[src/sv/seq_pkg.sv]
// ----------------------------------------------------------------------------
// seq_pkg: shared types and codes of the stable sorted event queue
// Request and response item layouts, action and status codes, cell control.
// ----------------------------------------------------------------------------
package seq_pkg;

   localparam int DEFAULT_QUEUE_DEPTH = 64;
   localparam int DEFAULT_TIME_BITS   = 32;
   localparam int OCC_BITS            = 7;

   localparam logic ACTION_INSERT = 1'b0;
   localparam logic ACTION_POP    = 1'b1;

   localparam logic [1:0] STATUS_DONE  = 2'd0;
   localparam logic [1:0] STATUS_FULL  = 2'd1;
   localparam logic [1:0] STATUS_EMPTY = 2'd2;

   typedef struct packed {
      logic        action;
      logic [31:0] event_time;
      logic [1:0]  event_kind;
      logic [7:0]  job_number;
      logic [1:0]  stage_number;
      logic [3:0]  station_index;
   } req_type;

   typedef struct packed {
      logic [1:0]          status;
      logic [31:0]         out_time;
      logic [1:0]          out_kind;
      logic [7:0]          out_job;
      logic [1:0]          out_stage;
      logic [3:0]          out_station;
      logic [OCC_BITS-1:0] occupancy;
   } rsp_type;

   // event fields other than the time key
   typedef struct packed {
      logic [1:0] kind;
      logic [7:0] job;
      logic [1:0] stage;
      logic [3:0] station;
   } meta_type;

   typedef struct packed {
      logic insert;
      logic pop;
   } cell_ctrl_type;

endpackage

[src/sv/seq_cell.sv]
// ----------------------------------------------------------------------------
// seq_cell: one slot of the sorted shift-register queue
// Holds one event; shifts right on insert past it, shifts left on pop.
// ----------------------------------------------------------------------------
module seq_cell #(
   parameter int TIME_BITS = seq_pkg::DEFAULT_TIME_BITS,
   parameter int CNT_BITS  = 7,
   parameter int INDEX     = 0
) (
   input  logic                  clock,
   input  seq_pkg::cell_ctrl_type ctrl,
   input  logic [CNT_BITS-1:0]   count,
   input  logic [TIME_BITS-1:0]  new_time,
   input  seq_pkg::meta_type     new_meta,
   input  logic                  left_gt,
   input  logic [TIME_BITS-1:0]  left_time,
   input  seq_pkg::meta_type     left_meta,
   input  logic [TIME_BITS-1:0]  right_time,
   input  seq_pkg::meta_type     right_meta,
   output logic                  gt,
   output logic [TIME_BITS-1:0]  time_ff,
   output seq_pkg::meta_type     meta_ff
);

   logic                 occupied;
   logic [TIME_BITS-1:0] time_in;
   seq_pkg::meta_type    meta_in;

   assign occupied = CNT_BITS'(INDEX) < count;
   // an empty slot counts as later than any event
   assign gt = !occupied || (new_time < time_ff);

   always_comb begin
      time_in = time_ff;
      meta_in = meta_ff;
      if (ctrl.pop) begin
         time_in = right_time;
         meta_in = right_meta;
      end else if (ctrl.insert && gt) begin
         if (left_gt) begin
            time_in = left_time;
            meta_in = left_meta;
         end else begin
            time_in = new_time;
            meta_in = new_meta;
         end
      end
   end

   always_ff @(posedge clock) begin
      time_ff <= time_in;
      meta_ff <= meta_in;
   end

endmodule

[config.mk]
export PLATFORM = sky130hd
export DESIGN_NAME = seq_cell
export DESIGN_NICKNAME = d
export VERILOG_FILES = /design/src/sv/seq_pkg.sv /design/src/sv/seq_cell.sv
export SDC_FILE = /design/constraint.sdc
export NUM_CORES = 1
export LEC_CHECK = 0
export BUFFER_PORTS_ARGS = -buffer_cell sky130_fd_sc_hd__buf_4
export CAP_MARGIN = 20
export CORE_UTILIZATION = 43
export CTS_CLUSTER_DIAMETER = 30
export DETAILED_ROUTE_END_ITERATION = 10
export GPL_ROUTABILITY_DRIVEN = 0
export PLACE_DENSITY = 0.78
export SLEW_MARGIN = 10
export SYNTH_ARGS = -nofsm -noshare
export SYNTH_HDL_FRONTEND = slang
export SYNTH_SLANG_ARGS = --single-unit
[constraint.sdc]
create_clock -name clock -period 4.2 [get_ports clock]
set_input_delay 0.84 -clock clock [delete_from_list [all_inputs] [get_ports clock]]
set_output_delay 0.84 -clock clock [all_outputs]
set_load 0.05 [all_outputs]
==> run metrics <==
switching power as a share of total power a little over a third; number of buffers created by CTS 5; hold-fix buffer count after cts 0; initial drt markers between 50 and 60; IR Drop Worst-Case VDD between 0.1 and 0.15 mV; total grt overflow 0; clock edge transition at the registers on the reported setup and hold paths around 90 ps; Antenna Cells 0; total track usage ~22%; slew of the pin with the lowest slew margin roughly 830 ps; clock network fraction of design power between 15 and 20%; combinational cell fraction of total power slightly above 40%; NumNets Final 703; DR WL/cell 14.43 microns; Die Y-Extent a little under 90 microns; class of the worst hold path input port to flop; Net Sw Power 0.0005498 W; yosys warns 0; count of unique library cells instantiated by Yosys 32; CP required 3360 ps; # Max-Cap Violations 0; post-cts gate resize count 0; maximum root-to-sink buffer count 2; P&R area growth vs syn 51.23%; CTS tree built; Max Clock Freq around 280 MHz; cell area after synthesis between 3000 and 4000 sq um; vias in the first global route around 2,900; status completed; most numerous cell types in the synthesized netlist sky130_fd_sc_hd__nand2_1 (55), sky130_fd_sc_hd__edfxtp_1 (48), sky130_fd_sc_hd__mux2i_1 (48); count of pins over their slew limit 0; DR vias/cell between 4 and 5; clock insertion delay at the later pin of the skew report ~300 ps; area of the die 7905 sq um; cell area power density approximately 310 nW/um^2; Initial Util between 40% and 50%; final worst path period share a little over four fifths; post-CTS repair timing setup buffer count 0; Max H-tree Level 2; startpoint class of the critical path input port; Net Count, Synth between 500 and 600; layout cells sized above 1 a little over two fifths; fraction of the yosys area taken by sequential cells between 40% and 50%; floorplan row count 31; EDFF count, synth 48; total vias in the final route ~3,000; number of cells after detailed placement between 600 and 700; gate count of the mapped netlist about 320; half-perimeter wire length after detailed placement between 7 and 8 mm; overall power around 0.0015 W; normalized max-slew margin 44.42%; sum of negative setup slack 0 ps; WP data arrival around 2700 ps; Detail Route Antenna Nets 0; clock tree root driver cell sky130_fd_sc_hd__clkbuf_8; number of antenna violations at the first check in global routing 0; largest net degree at the start of global routing between 90 and 100; leading area contributor after synthesis sky130_fd_sc_hd__edfxtp_1; average cell area after synthesis 10.09 sq um; class of the most critical setup path input port to primary output; area of the core around 7300 sq um; width of the die around 89 microns; sequential fraction of design power about two fifths; drt total wl slightly below 9 mm; cell-internal power 0.0009577 W; first-pass GRT wire length approximately 13 mm; clk_skew 9.406 ps; number of remaining DRC errors 0; library cell with the highest instance count after synthesis sky130_fd_sc_hd__nand2_1; FFs w/ async S/R, synth 0%; P_leak 2.477 nW; worst-path maximum fanout 2; RSZ-0062 raised after global routing no; worst hold stages 3; leading register cell type out of synthesis sky130_fd_sc_hd__edfxtp_1; crit path capture type primary output; worst hold slack across all endpoints 815.9 ps; number of non-filler instances in the completed layout ~600; Ports ~200; count of endpoints failing hold in the final timing report 0; leading cell types by total area after synthesis sky130_fd_sc_hd__edfxtp_1 (44%), sky130_fd_sc_hd__mux2i_1 (15%), sky130_fd_sc_hd__ha_1 (12%); depth of the most critical reg-to-reg path 9; count of TritonRoute iterations in the first routing pass 4; Yosys reg bits 48; CTS sink count 48; setup violators final 0; Tmin final around 3600 ps; PortBufs between 200 and 250; top-area cell type share of the netlist area approximately 44%
routing by layer:
layer | share of wire [%] | track usage, %
met1 | 37 | 22.64
met2 | 51 | 41.26
met3 | 9.3 | 6.741
met4 | 2.5 | 8.065
met5 | 0 | 0
area by class of cell:
type	instances	area, sq um
clock buffer	5	68.82
clock inverter	2	12.51
fill	593	2380
inverter	31	116.4
multi-input combinational	226	1610
sequential	48	1441
tap	99	123.9
timing repair buffer	205	1539
critical path, stage by stage:
cell	delay (ps)
sky130_fd_sc_hd__buf_4	120
sky130_fd_sc_hd__ha_1	300
sky130_fd_sc_hd__a211o_1	300
sky130_fd_sc_hd__a31oi_1	170
sky130_fd_sc_hd__o311a_1	200
sky130_fd_sc_hd__nor3_1	60
sky130_fd_sc_hd__o311ai_1	330
sky130_fd_sc_hd__a22o_1	200
sky130_fd_sc_hd__buf_4	200
placed cells by master (no fill, tap or decap), drive strengths merged:
| cell type | n |
|---|---|
| buf | 205 |
| nand2 | 55 |
| o21ai | 52 |
| mux2i | 48 |
| edfxtp | 48 |
| inv | 31 |
| ha | 31 |
| a21oi | 12 |
| clkbuf | 5 |
| nand4 | 5 |
| nand3 | 3 |
| nor2 | 2 |
| a21o | 2 |
| nor3 | 2 |
| nor4 | 2 |
| and3 | 2 |
| clkinv | 2 |
| nand2b | 1 |
| a221oi | 1 |
| or2b | 1 |
| a211o | 1 |
| a31oi | 1 |
| o311a | 1 |
| and4 | 1 |
| o311ai | 1 |
| a22o | 1 |
| a311o | 1 |
registers in the layout (all words and copies together) (netlist names):
register	flops
meta_ff	16
time_ff	32
path summary, 6_finish.rpt:
check	start	to	slack, ps
hold reg to reg	time_ff[20]$_DFFE_PP_	meta_ff[3]$_DFFE_PP_	1560
setup / recovery	new_time[2]	gt	640
setup reg to reg	time_ff[2]$_DFFE_PP_	time_ff[8]$_DFFE_PP_	1510
hold / removal	right_time[15]	time_ff[15]$_DFFE_PP_	820
power groups by stage:
stage | sequential [W] | combinational [W] | clock, W
after floorplan | 0.000820 | 0.000185 | 0
after global placement | 0.000631 | 0.000614 | 0
after detailed placement | 0.000634 | 0.000625 | 0
after CTS | 0.000623 | 0.000627 | 0.000273
after global routing | 0.000628 | 0.000670 | 0.000291
final | 0.000622 | 0.000621 | 0.000265
per-stage QoR:
step                utilization [%]  setup slack (ps)  cell area [sq um]
global route                  67.36             468.2               4912
finish                        67.36             638.3               4912
detailed placement            66.25             616.0               4831
floorplan                         -             405.9               3248
CTS                           67.36             615.1               4912
global placement              66.25             711.3               4831
cell families (layout without fill, tap and decap cells):
group,Yosys count,after routing,share of synthesized area (%)
AO/OA/AOI/OAI,73,73,12.21
flip-flops,48,48,44.38
adder cells (fa/ha/maj),31,31,11.94
buffers and inverters,48,243,6.086
AND/OR/NAND/NOR,74,74,10.59
multiplexers,48,48,14.79
Note: power is estimated with default switching activity, not from simulation.
